$ cat src/rtl/core/sgd_pkg.sv
package sgd_pkg;

    localparam int MaxWidth      = 1024;
    localparam int MaxHeight     = 4096;
    localparam int CfgIdxW       = 1;
    localparam int CfgDataW      = 13;
    localparam int ImgWidthW     = 11;
    localparam int ImgHeightW    = 13;
    localparam int RowCountW     = 12;
    localparam int MagW          = 15;
    localparam int DirW          = 3;
    localparam int GradW         = 11;
    localparam int AbsW          = 10;
    localparam int SqW           = 30;
    localparam int QueueDepth    = 4;

    localparam logic [ImgWidthW-1:0]  WidthReset  = 11'd640;
    localparam logic [ImgHeightW-1:0] HeightReset = 13'd480;

    localparam logic [CfgIdxW-1:0] RegImageWidth  = 1'b0;
    localparam logic [CfgIdxW-1:0] RegImageHeight = 1'b1;

    localparam logic [DirW-1:0] DirHorizontal = 3'd1;
    localparam logic [DirW-1:0] DirDiagUp     = 3'd2;
    localparam logic [DirW-1:0] DirVertical   = 3'd3;
    localparam logic [DirW-1:0] DirDiagDown   = 3'd4;

    typedef struct packed {
        logic [AbsW-1:0] abs_gx;
        logic [AbsW-1:0] abs_gy;
        logic [DirW-1:0] direction;
        logic            row_end;
        logic            frame_end;
    } grad_item_t;

    typedef enum logic [1:0] {
        SQ_IDLE,
        SQ_RUN,
        SQ_DONE
    } sqrt_state_t;

endpackage

$ cat src/rtl/core/sgd_back.sv
module sgd_back
    import sgd_pkg::*;
(
    input  logic            clk,
    input  logic            rst_n,
    input  logic            in_valid,
    input  grad_item_t      in_item,
    output logic            in_take,
    output logic            out_valid,
    input  logic            out_ready,
    output logic [MagW-1:0] magnitude,
    output logic [DirW-1:0] direction,
    output logic            row_end,
    output logic            frame_end
);

    localparam int StepW = $clog2(MagW + 1);

    sqrt_state_t       state_reg, state_next;
    logic [SqW-1:0]    rem_reg, rem_next;
    logic [SqW-1:0]    val_reg, val_next;
    logic [MagW-1:0]   root_reg, root_next;
    logic [StepW-1:0]  step_reg, step_next;
    logic [DirW-1:0]   dir_reg;
    logic              rend_reg, fend_reg;
    logic [SqW-1:0]    sq_x, sq_y;
    logic [SqW+1:0]    trial, rem_sh;

    assign sq_x = SqW'(in_item.abs_gx * in_item.abs_gx);
    assign sq_y = SqW'(in_item.abs_gy * in_item.abs_gy);

    always_ff @(posedge clk or negedge rst_n)
    begin
        if (!rst_n)
        begin
            state_reg <= SQ_IDLE;
        end
        else
        begin
            state_reg <= state_next;
        end
    end

    always_ff @(posedge clk)
    begin
        rem_reg <= rem_next;
        val_reg <= val_next;
        root_reg <= root_next;
        step_reg <= step_next;
        if (in_take)
        begin
            dir_reg <= in_item.direction;
            rend_reg <= in_item.row_end;
            fend_reg <= in_item.frame_end;
        end
    end

    always_comb
    begin
        state_next = state_reg;
        rem_next = rem_reg;
        val_next = val_reg;
        root_next = root_reg;
        step_next = step_reg;
        in_take = 1'b0;
        rem_sh = {rem_reg, val_reg[SqW-1 -: 2]};
        trial = (SqW+2)'({root_reg, 2'b01});
        unique case (state_reg)
            SQ_IDLE:
            begin
                if (in_valid)
                begin
                    in_take = 1'b1;
                    val_next = (sq_x + sq_y) << 8;
                    rem_next = '0;
                    root_next = '0;
                    step_next = '0;
                    state_next = SQ_RUN;
                end
            end
            SQ_RUN:
            begin
                val_next = val_reg << 2;
                if (rem_sh >= trial)
                begin
                    rem_next = SqW'(rem_sh - trial);
                    root_next = {root_reg[MagW-2:0], 1'b1};
                end
                else
                begin
                    rem_next = SqW'(rem_sh);
                    root_next = {root_reg[MagW-2:0], 1'b0};
                end
                step_next = step_reg + StepW'(1);
                if (step_reg == StepW'(MagW - 1))
                    state_next = SQ_DONE;
            end
            SQ_DONE:
            begin
                if (out_ready)
                    state_next = SQ_IDLE;
            end
            default:
                state_next = SQ_IDLE;
        endcase
    end

    assign out_valid = (state_reg == SQ_DONE);
    assign magnitude = root_reg;
    assign direction = dir_reg;
    assign row_end = rend_reg;
    assign frame_end = fend_reg;

endmodule

$ cat config.mk
export PLATFORM = sky130hd
export DESIGN_NAME = sgd_back
export DESIGN_NICKNAME = d
export VERILOG_FILES = /design/src/rtl/core/sgd_pkg.sv /design/src/rtl/core/sgd_back.sv
export SDC_FILE = /design/constraint.sdc
export NUM_CORES = 1
export LEC_CHECK = 0
export ABC_CLOCK_PERIOD_IN_PS = 4700
export BUFFER_PORTS_ARGS = -buffer_cell sky130_fd_sc_hd__buf_2
export CORE_MARGIN = 8
export CORE_UTILIZATION = 40
export CTS_CLUSTER_DIAMETER = 120
export DETAILED_ROUTE_END_ITERATION = 10
export PLACE_DENSITY = 0.67
export REMOVE_ABC_BUFFERS = 1
export SKIP_LAST_GASP = 1
export SYNTH_ARGS = -nofsm -noshare
export SYNTH_HDL_FRONTEND = slang
export SYNTH_SLANG_ARGS = --single-unit
$ cat constraint.sdc
create_clock -name clk -period 4.7 [get_ports clk]
set_input_delay 0.47 -clock clk [delete_from_list [all_inputs] [get_ports clk]]
set_output_delay 0.47 -clock clk [all_outputs]
set_load 0.02 [all_outputs]
==> impl_metrics.json <==
{
  "routed_wl_microns": 22390,
  "num_rows": 58,
  "grt_pass1_wl_microns": 36740,
  "initial_core_util_pct": 40.40,
  "hold_viol": 0,
  "via_per_inst": 4.975,
  "synth.most_common_cell": "inv_1",
  "min_path_type": "input pin to register",
  "nets": 1477,
  "min-delay-start": "in_item[0]",
  "status": "finished, violations left",
  "crit_chain": "buf_4 > buf_6 > nand2_2 > fa_1 > inv_2 > fa_1 > fa_1 > inv_1 > fa_1 > fa_1 > inv_1 > fa_1 > ha_1 > ha_1 > and3_4 > and2_4 > nand4_1 > o31a_1 > and4b_1 > or3_1",
  "numClockSinks": 78,
  "fmax_mhz": 172.9,
  "synth_top_area_cell": "fa_1",
  "synth-edff-count": 76,
  "htreeDepth": 3,
  "cp.required_ns": 4.78,
  "finalSetupViolCount": 16,
  "max_stage_delay_ns": 0.54,
  "fillers": 2256,
  "clock_skew_ns": 0.006141,
  "cts_inserted_buffers": 9,
  "timing_worst_setup_path_type": "input pin to register",
  "synth_top_flop_cell": "edfxtp_1",
  "ys_types": 63,
  "setup_ws_ns": -1.083,
  "ys_ff_latch": 78,
  "drc": 0,
  "crit_top_cell": "fa_1",
  "cp-startpoint": "in_item[11]",
  "dr.first_iter.drc_count": 345,
  "wl_per_cell_microns": 14.49,
  "synth_top_area_share_pct": 25.60,
  "ys_seq_area_share_pct": 23.12,
  "place_area_sq_um": 11490,
  "grt.total_usage_pct": 14.47,
  "num_antenna_cells": 0,
  "cp_slowest_cell": "fa_1",
  "grt_max_degree": 54,
  "antenna_found_initial": 0,
  "die_area_sq_um": 30550,
  "dp_hpwl_microns": 17850,
  "worstReg2RegStart": "rem_reg[12]",
  "synthCells": 1055,
  "ioPinCount": 51,
  "tns_ns": -11.27,
  "setup.worst_path.end_class": "register",
  "violations": "negative setup slack",
  "drv_slew": 0,
  "largest_register_ffs": 30,
  "grt_pass1_vias": 7910,
  "port_buffers": 50,
  "worst_pin_slew_ns": 0.9413,
  "arrival_ns": 5.86,
  "cts_root_buf": "clkbuf_16",
  "yosys-top-cells-count": "204 x inv_1, 129 x fa_1, 107 x ha_1",
  "cts_buffer_depth": 2,
  "syn_to_final_growth_pct": 25.01,
  "timing.final.crit_period_ns": 5.783,
  "die_h_microns": 174.8,
  "syn_area_per_cell_sq_um": 9.560,
  "overflow": 0,
  "netlist_area_sq_um": 10090,
  "max-cap-violations": 0,
  "synthTopCellsByArea": "fa_1 26%, edfxtp_1 23%, ha_1 13%",
  "cp-start-kind": "input pin",
  "drive_above_1_share_pct": 25.82,
  "finalCritPeriodShare_pct": 123.0,
  "detail-route-antenna-nets": 0,
  "cp_max_fo": 4,
  "max_slew_margin_pct": 37.11,
  "clkLatencyLatePin_ns": 0.34,
  "rsz0062_at_grt": "true",
  "synthArstFlopShare_pct": 2.564,
  "core_sq_um": 24960,
  "first_pass_iters": 4,
  "yosys_warnings": 0,
  "die_w_microns": 174.8,
  "final_area_sq_um": 12610,
  "gp_congestion": 0.8788,
  "cts_tree": "yes",
  "clk_pin_slew_ns": 0.06,
  "vias": 7692
}
cells by family (layout without fill, tap and decap cells):
logic type / count (synthesis) / in the layout / share of synthesized area (%)
DFF: 78 / 78 / 23.12
buffers and inverters: 239 / 400 / 8.969
and+or+nand+nor: 304 / 304 / 15.40
muxes: 2 / 2 / 0.1985
xor gates and xnor gates: 40 / 40 / 3.474
adders and majority gates: 236 / 236 / 38.88
AOI/OAI and AO/OA: 156 / 156 / 9.962
worst max-delay path: cells and delay by family:
family | cells | cell delay (ns)
AND/OR/NAND/NOR | 6 | 1.03
adder cells (fa/ha/maj) | 8 | 3.61
AO/OA/AOI/OAI | 1 | 0.35
buffers and inverters | 5 | 0.40
timing repair:
item                                    in CTS  in global routing
pin swaps                                   83                 60
endpoints found under the hold margin        2                  0
endpoints found under the setup margin      16                 16
hold buffers                                 1                  0
setup buffers                               12                  6
gates resized for setup                    128                 59
stage by stage:
step	std cells	util, %	hold WS (ns)	setup WS, ns
floorplan	1020	-	0.1744	-1.434
global placement	1516	46.04	0.2556	-1.813
detailed placement	1516	46.04	0.2588	-1.830
CTS	1544	49.61	0.2947	-1.032
global route	1546	50.51	0.2927	-1.234
finish	1546	50.51	0.3057	-1.083
cell type report:
class	count	area (sq um)	area share, %
repair buffers	181	1415	11.22
multi-input cells	738	7398	58.68
clock inverters	4	48.80	0.3870
well taps	330	412.9	3.275
clock buffers	11	232.7	1.846
flip-flops and latches	78	2332	18.50
inverters	204	768.2	6.093
final timing paths:
path | slack, ns | cells after the start | end
max | -1.08 | 20 | val_reg[26]
min | 0.31 | 1 | frame_end
max reg2reg | 1.36 | 9 | rem_reg[8]
min reg2reg | 0.52 | 2 | val_reg[10]
max in group asynchronous | 4.15 | 2 | state_reg[0]
min in group asynchronous | 0.46 | 2 | state_reg[1]
per-layer routing:
layer	global-route usage, %	up-vias	share of wire, %
li1	-	3761	-
met1	18.09	3785	44
met2	25.92	117	52
met3	2.202	29	3.0
met4	3.073	0	1.4
met5	0	-	0
cell usage in the layout (no fill, tap or decap), types with 17 or more instances in the layout:
cell	Yosys	layout
buf_4	1	113
edfxtp_1	76	76
nor2_1	66	61
xnor2_1	26	24
a21oi_1	51	43
buf_6	0	29
o21ai_0	30	18
fa_1	129	121
ha_1	107	89
buf_2	3	35
inv_1	204	181
nand2_1	100	88
a21o_1	18	18
ha_4	0	17
inv_2	0	22
and2_1	48	44
Power is not shown: default switching activity piles up to over one toggle a cycle in this logic, so the estimate is an artifact.
