### config.mk
export PLATFORM = sky130hd
export DESIGN_NAME = sgd_queue
export DESIGN_NICKNAME = d
export VERILOG_FILES = /design/src/rtl/core/sgd_pkg.sv /design/src/rtl/core/sgd_queue.sv
export SDC_FILE = /design/constraint.sdc
export NUM_CORES = 1
export LEC_CHECK = 0
export BUFFER_PORTS_ARGS = -buffer_cell sky130_fd_sc_hd__buf_2
export CELL_PAD_IN_SITES_DETAIL_PLACEMENT = 0
export CELL_PAD_IN_SITES_GLOBAL_PLACEMENT = 1
export CORE_AREA = 2 2 98 100
export CTS_BUF_LIST = sky130_fd_sc_hd__clkbuf_8
export CTS_CLUSTER_SIZE = 28
export DETAILED_ROUTE_END_ITERATION = 6
export DIE_AREA = 0 0 100 102
export PLACE_DENSITY = 0.74
export SLEW_MARGIN = 10
export SYNTH_ARGS = -nofsm -noshare
export SYNTH_HDL_FRONTEND = slang
export SYNTH_SLANG_ARGS = --single-unit
### constraint.sdc
create_clock -name clk -period 4.8 [get_ports clk]
set_clock_uncertainty 0.1 [all_clocks]
set_input_delay 0.48 -clock clk [delete_from_list [all_inputs] [get_ports clk]]
set_output_delay 0.48 -clock clk [all_outputs]
set_load 0.005 [all_outputs]
### src/rtl/core/sgd_pkg.sv
package sgd_pkg;

    localparam int MaxWidth      = 1024;
    localparam int MaxHeight     = 4096;
    localparam int CfgIdxW       = 1;
    localparam int CfgDataW      = 13;
    localparam int ImgWidthW     = 11;
    localparam int ImgHeightW    = 13;
    localparam int RowCountW     = 12;
    localparam int MagW          = 15;
    localparam int DirW          = 3;
    localparam int GradW         = 11;
    localparam int AbsW          = 10;
    localparam int SqW           = 30;
    localparam int QueueDepth    = 4;

    localparam logic [ImgWidthW-1:0]  WidthReset  = 11'd640;
    localparam logic [ImgHeightW-1:0] HeightReset = 13'd480;

    localparam logic [CfgIdxW-1:0] RegImageWidth  = 1'b0;
    localparam logic [CfgIdxW-1:0] RegImageHeight = 1'b1;

    localparam logic [DirW-1:0] DirHorizontal = 3'd1;
    localparam logic [DirW-1:0] DirDiagUp     = 3'd2;
    localparam logic [DirW-1:0] DirVertical   = 3'd3;
    localparam logic [DirW-1:0] DirDiagDown   = 3'd4;

    typedef struct packed {
        logic [AbsW-1:0] abs_gx;
        logic [AbsW-1:0] abs_gy;
        logic [DirW-1:0] direction;
        logic            row_end;
        logic            frame_end;
    } grad_item_t;

    typedef enum logic [1:0] {
        SQ_IDLE,
        SQ_RUN,
        SQ_DONE
    } sqrt_state_t;

endpackage

### src/rtl/core/sgd_queue.sv
module sgd_queue
    import sgd_pkg::*;
(
    input  logic       clk,
    input  logic       rst_n,
    input  logic       push,
    input  grad_item_t push_item,
    input  logic       pop,
    output logic       not_empty,
    output logic       almost_full,
    output grad_item_t head
);

    localparam int PtrW = $clog2(QueueDepth);

    grad_item_t        mem_reg [QueueDepth];
    logic [PtrW-1:0]   wr_reg, rd_reg;
    logic [PtrW:0]     cnt_reg;

    always_ff @(posedge clk)
    begin
        if (push)
            mem_reg[wr_reg] <= push_item;
    end

    always_ff @(posedge clk or negedge rst_n)
    begin
        if (!rst_n)
        begin
            wr_reg <= '0;
            rd_reg <= '0;
            cnt_reg <= '0;
        end
        else
        begin
            if (push)
                wr_reg <= wr_reg + PtrW'(1);
            if (pop)
                rd_reg <= rd_reg + PtrW'(1);
            cnt_reg <= cnt_reg + (PtrW+1)'(push) - (PtrW+1)'(pop);
        end
    end

    assign not_empty = (cnt_reg != '0);
    assign almost_full = (cnt_reg >= (PtrW+1)'(QueueDepth - 3));
    assign head = mem_reg[rd_reg];

endmodule

==> run metrics, run 1 <==
status finished clean; DR vias 1,754; PnR Total Power 2.58 mW; largest net degree at the start of global routing 28; Synth top cells by count edfxtp_1 (100), mux4_2 (18), inv_1 (8); WHS 0.240 ns; top routing layer in use met4; Worst Tran Pin Value 1.17 ns; Cell Rows 35; Worst setup SP type flop; H-tree depth 3; Crit-path slowest cell dfrtp_2; Met3 Wirelength roughly 250 µm; num ports 56; top achievable clock speed ~0.37 GHz; post-DR vias/cell between 5 and 6; global-route wire length before repair 9.72 mm; grt ovf 0; GP Congestion 0.633; Max VDD drop ~0.24 mV; critical path buffer and inverter count 1; Critical Path RT 4.22 ns; Final setup viols 0; PortBufs 55; PwrDens 554 nW/µm²; worst hold path class in2reg; total CTS buffers 9; R2R Setup Slk a little under 3 ns; ANT cells 0; Routed WL per cell 18.0 µm; EDFF count, synth 100; cts hold-fix bufs 1; worst skew pair latency approximately 0.34 ns; Die Area between 10,000 and 15,000 µm²; final instance area 4650 µm²; clk root buf clkbuf_8; max_cap viols 0; vias in the first global route between 1,500 and 2,000; Sequential Power Share 53.3%; Mean Syn Cell Area 24.3 µm²; Cell variety after synth 16; post-CTS setup buffer count 0; main area contributors after synthesis edfxtp_1 (74%), mux4_2 (10%), mux4_1 (4.5%); CP Data Arrival Time 2.11 ns; sequential cell area fraction in the yosys report roughly four fifths; switching share of power a little over a quarter; 1st-iter DRT viols 80; met1 WL ~2.8 mm; Die Width 100 µm; area of placed instances about 4400 µm²; non-filler cells, final about 350; combinational share of power between 20 and 25%; fraction of registers with async set/reset 6.54%; CTS Sinks approximately 110; final wirelength 6.23 mm; Clk pin slew, worst setup/hold paths 0.09 ns; top-count cell post-synth edfxtp_1; met2 wire length 3.11 mm; Synthesis Warnings 0; gr usage total 13.1%; share of the synthesized area in the top cell type 74.1%; cell area after synthesis 4050 µm²; post-synthesis register bit count 107; initial core utilization 44.5%; power share of the clock group 22.0%; setup ws final 2.11 ns; post_cts resized 0; Max-slew headroom 21.8%; initial antenna violation count 0; Net Count, Synth 204; final HPWL from detailed placement slightly below 4 mm; TritonCTS clock tree yes; Top FF cell, synth edfxtp_1; final net count 269; crit-path leading delay family flip-flops; drt first pass iters 4; max reg flops 100; Antenna Violating Nets Remaining 0; minimum clock period approximately 2.7 ns; CTS Buffer Depth 2; Fillers 740; largest area contributor in the netlist edfxtp_1; Syn Inst Count between 150 and 200; CP Class reg2out; worst slack, placed approximately 2.4 ns; Core Area slightly above 9000 µm²; Hold Violations, Final 0; DR DRC count 0; Critical Path Sink Type output port; Die Y between 100 and 150 µm; CP Max Fanout 27; Int Pwr 1.89 mW; CP max stage delay roughly 0.94 ns; share of cells above drive strength 1 39.4%; Net Switching 0.696 mW; Max Slew Vio Count 0; Final Util about half; placed insts 331; sequence of cells on the critical path mux4_1 -> buf_2; synthesis-to-finish area growth 14.9%; setup TNS 0 ns; leakage 1.66 nW; Final Cycle Share roughly 56%; RSZ-0062 raised after global routing no
worst reg2reg max path, stage by stage (launching register included):
cell and delay (ns):
dfrtp_1 0.41, inv_1 0.11, ha_1 0.14, and2_1 0.38, buf_4 0.37
cell families after synthesis:
| family | count (synthesis) | share of synthesized area, % |
|---|---|---|
| multiplexers | 25 | 14.5 |
| XOR/XNOR | 4 | 0.865 |
| flip-flops | 107 | 78.4 |
| buffers and inverters | 14 | 2.38 |
| AO/OA/AOI/OAI | 1 | 0.123 |
| adder cells (fa/ha/maj) | 8 | 2.66 |
| AND/OR/NAND/NOR | 8 | 1.02 |
area by class of cell:
class                           instances  area (µm²)  area share (%)
Clock buffer                            9         124            2.66
Clock inverter                          6        88.8            1.91
Inverter                                8        30.0           0.645
Multi-Input combinational cell         46         778            16.7
Sequential cell                       107        3180            68.3
Tap cell                              111         139            2.98
Timing Repair Buffer                   60         315            6.77
routing by layer:
layer,global-route usage (%),up-vias
met3,3.49,9
met2,21.9,43
met5,0,-
li1,-,809
met1,16.7,893
met4,4.74,0
final timing paths:
kind / startpoint / endpoint / depth (start not counted)
worst min-delay path: push_item[6] / mem_reg[2][6] / 1
max in group asynchronous: rst_n / rd_reg[0] / 2
worst max-delay path: rd_reg[0] / head[2] / 2
min in group asynchronous: rst_n / cnt_reg[2] / 2
worst min register to register: wr_reg[0] / wr_reg[0] / 1
worst max register to register: wr_reg[1] / mem_reg[1][8] / 4
cells in the final DEF, fill, tap and decap left out:
| cell type | instances |
|---|---|
| clkinv_2 | 1 |
| dfrtp_1 | 6 |
| xnor2_1 | 1 |
| clkinvlp_4 | 2 |
| xor2_1 | 3 |
| edfxtp_1 | 100 |
| buf_2 | 55 |
| nand2_1 | 3 |
| bufinv_16 | 2 |
| nand3_1 | 1 |
| dlygate4sd3_1 | 1 |
| o21ai_0 | 1 |
| clkbuf_8 | 9 |
| buf_4 | 4 |
| inv_6 | 1 |
| fa_1 | 1 |
| ha_1 | 7 |
| mux4_1 | 7 |
| dfrtp_2 | 1 |
| inv_1 | 8 |
| and2_1 | 4 |
| mux4_2 | 18 |
power by group through the flow:
stage | combinational, mW | sequential (mW) | clock (mW)
CTS | 0.656 | 1.38 | 0.595
global placement | 0.645 | 1.40 | 0
global route | 0.709 | 1.41 | 0.627
detailed placement | 0.653 | 1.41 | 0
floorplan | 0.535 | 1.28 | 0
finish | 0.637 | 1.38 | 0.568
Power figures use the tool's default switching activity.
==> run 2, diff against run 1 <==
--- a/config.mk
+++ b/config.mk
@@ -5,15 +5,16 @@
 export SDC_FILE = /design/constraint.sdc
 export NUM_CORES = 1
 export LEC_CHECK = 0
+export ABC_AREA = 1
 export BUFFER_PORTS_ARGS = -buffer_cell sky130_fd_sc_hd__buf_2
 export CELL_PAD_IN_SITES_DETAIL_PLACEMENT = 0
 export CELL_PAD_IN_SITES_GLOBAL_PLACEMENT = 1
-export CORE_AREA = 2 2 98 100
+export CORE_AREA = 2 2 107 109
 export CTS_BUF_LIST = sky130_fd_sc_hd__clkbuf_8
 export CTS_CLUSTER_SIZE = 28
 export DETAILED_ROUTE_END_ITERATION = 6
-export DIE_AREA = 0 0 100 102
-export PLACE_DENSITY = 0.74
+export DIE_AREA = 0 0 109 111
+export PLACE_DENSITY = 0.8
 export SLEW_MARGIN = 10
 export SYNTH_ARGS = -nofsm -noshare
 export SYNTH_HDL_FRONTEND = slang
==> constraint.sdc (replaced) <==
create_clock -name clk -period 2.4 [get_ports clk]
set_clock_uncertainty 0.1 [all_clocks]
set_input_delay 0.24 -clock clk [delete_from_list [all_inputs] [get_ports clk]]
set_output_delay 0.24 -clock clk [all_outputs]
set_load 0.005 [all_outputs]
==> run metrics, run 2 <==
DR DRC count 0 (unchanged); Clk pin slew, worst setup/hold paths 0.09 ns (about the same); Sequential Power Share 45.6% (-7.7 points); Core Area 11,100 µm² (+22%); Syn Inst Count 434 (+160%); Int Pwr 3.64 mW (+93%); vias in the first global route 2,943 (+56%); Crit path top cell by count nand2_1; TritonCTS clock tree yes; CP max stage delay 0.44 ns (-0.50 ns); top achievable clock speed 0.515 GHz; ANT cells 0 (unchanged); sequential cell area fraction in the yosys report 68.4% (-10 points); most frequent cells in the layout nand2_1 (132), inv_1 (115), edfxtp_1 (100); Max VDD drop 0.601 mV (+150%); drt first pass iters 4 (unchanged); Fillers 1,006 (+36%); 1st-iter DRT viols 136 (+70%); Die Y 111 µm (+8.8%); final wirelength 8.40 mm (+35%); critical path buffer and inverter count 2 (+1); DR vias 2,948 (+68%); post-DR vias/cell 4.43 (-12%); Critical Path Sink Type output port; CP Class reg2out; Final Cycle Share 80.9%; Critical Path RT 2.06 ns (-2.16 ns); worst hold path class in2reg; largest net degree at the start of global routing 51 (+82%); Synthesis Warnings 0 (unchanged); minimum clock period 1.94 ns; Synth top cells by count nand2_1 (132), inv_1 (112), edfxtp_1 (100), nand3_1 (51), buf_4 (9); EDFF count, synth 100 (unchanged); power share of the clock group 17.1% (-4.9 points); max_cap viols 0 (unchanged); num ports 56 (unchanged); global-route wire length before repair 14.0 mm (+45%); CP Data Arrival Time 1.60 ns (-0.51 ns); fraction of registers with async set/reset 6.54% (unchanged); synthesis-to-finish area growth 17.6%; Final setup viols 0 (unchanged); post-synthesis register bit count 107 (unchanged); CTS Sinks 107 (unchanged); Cell Rows 39 (+11%); switching share of power 35.4% (+8.4 points); status finished clean; share of cells above drive strength 1 15.1% (-24 points); H-tree depth 3 (unchanged); PwrDens 1030 nW/µm² (+86%); CP Max Fanout 50 (+85%); Crit-path slowest cell dfrtp_2; combinational share of power 37.3% (+13 points); Worst setup SP type flop; worst skew pair latency 0.36 ns (+0.02 ns); final HPWL from detailed placement 5.10 mm (+33%); RSZ-0062 raised after global routing no; initial antenna violation count 0 (unchanged); Max-slew headroom 67.2% (+45 points); Die Area 12,100 µm² (+19%); final net count 555 (+110%); crit-path leading delay family buffers and inverters; total CTS buffers 9 (unchanged); GP Congestion 0.732 (+16%); Routed WL per cell 12.6 µm (-30%); clk root buf clkbuf_8; Cell variety after synth 14 (-2); sequence of cells on the critical path inv_4 -> nand2_1 -> nand3_1 -> nand2_1 -> buf_2; PortBufs 55 (unchanged); Top FF cell, synth edfxtp_1; most common cell after layout, fill and taps aside nand2_1; Die Width 109 µm (+9.0%); area of placed instances 5020 µm² (+13%); Hold Violations, Final 0 (unchanged); cell area after synthesis 4650 µm² (+15%); final instance area 5470 µm² (+17%); Antenna Violating Nets Remaining 0 (unchanged); main area contributors after synthesis edfxtp_1 (65%), nand2_1 (11%), inv_1 (9.0%); Net Count, Synth 471 (+130%); gr usage total 15.4% (+2.3 points); share of the synthesized area in the top cell type 64.6% (-9.5 points); Worst Tran Pin Value 0.492 ns (-0.681 ns); Net Switching 1.99 mW (+190%); setup TNS 0 ns (unchanged); Max Slew Vio Count 0 (unchanged); initial core utilization 42.0% (-2.5 points); grt ovf 0 (unchanged); max reg flops 100 (unchanged); Mean Syn Cell Area 10.7 µm² (-56%); top-count cell post-synth nand2_1; CTS Buffer Depth 2 (unchanged); leakage 2.60 nW (+57%); largest area contributor in the netlist edfxtp_1
[run 2: cell count changes after synthesis, moves of 7 or more]
cell     previous run  this run
mux4_1              7         0
buf_4               0         9
mux4_2             18         0
inv_1               8       112
nand3_1             1        51
nand2_1             3       132
[run 2: path summary, 6_finish.rpt]
path / cells after the start / slack (ns) / start / end
worst max register to register: 7 / 0.73 / cnt_reg[0] / cnt_reg[2]
worst min-delay path: 2 / 0.07 / push / wr_reg[0]
worst max-delay path: 5 / 0.46 / rd_reg[0] / head[19]
worst min register to register: 1 / 0.45 / wr_reg[0] / wr_reg[0]
max in group asynchronous: 2 / 1.90 / rst_n / rd_reg[0]
min in group asynchronous: 2 / 0.13 / rst_n / cnt_reg[0]
[run 2: logic make-up after synthesis]
logic type	synth area share, %
fa+ha+maj	2.31
compound gates	0.108
flops	68.4
xor+xnor	0.754
buf+inv	12.3
simple gates	16.2
[run 2: repair_timing]
| item | 4_1_cts | 5_1_grt |
|---|---|---|
| setup buffers | 0 | 0 |
| hold buffers | 27 | 0 |
| resized for setup | 0 | 0 |
| hold endpoints to repair | 108 | 0 |
[run 2: routing by layer]
metal	part of all wire, %	vias to the layer above	track usage [%]
li1	-	1504	-
met1	42	1381	18.7
met2	51	52	25.6
met3	5.2	11	3.41
met4	1.9	0	7.18
met5	0	-	0
[run 2: cell type report]
class                      instances  area (µm²)  area share, %
clock buffer                      11         151           2.77
clock inverter                     5        21.3          0.389
inverter                         114         433           7.92
multi-input combinational        196         898           16.4
sequential                       107        3180           58.1
tap                              143         179           3.27
timing repair buffer              90         606           11.1
[run 2: worst reg2reg max path: cells and delay by family, from the launching register on]
| kind | cells | cell delay, ns |
|---|---|---|
| fa+ha+maj | 3 | 0.73 |
| flops | 1 | 0.38 |
| buf+inv | 3 | 0.20 |
| xor+xnor | 1 | 0.17 |
[run 2: power groups by stage]
stage	combinational [mW]	clock, mW	sequential, mW
after floorplan	1.48	0	2.57
after global placement	2.07	0	2.60
after detailed placement	2.13	0	2.61
after CTS	2.16	0.999	2.57
after global routing	2.43	1.07	2.60
final	2.10	0.963	2.57
[run 2: through the flow]
step                hold WS [ns]  total power, mW  utilization, %  cells  setup slack (ns)
floorplan                 -0.156             4.05               -    434             0.758
global placement         -0.0189             4.67            45.4    623             0.776
detailed placement       -0.0157             4.74            45.4    623             0.734
CTS                       0.0437             5.73            49.4    666             0.410
global route              0.0627             6.11            49.4    666             0.305
finish                    0.0734             5.63            49.4    666             0.458
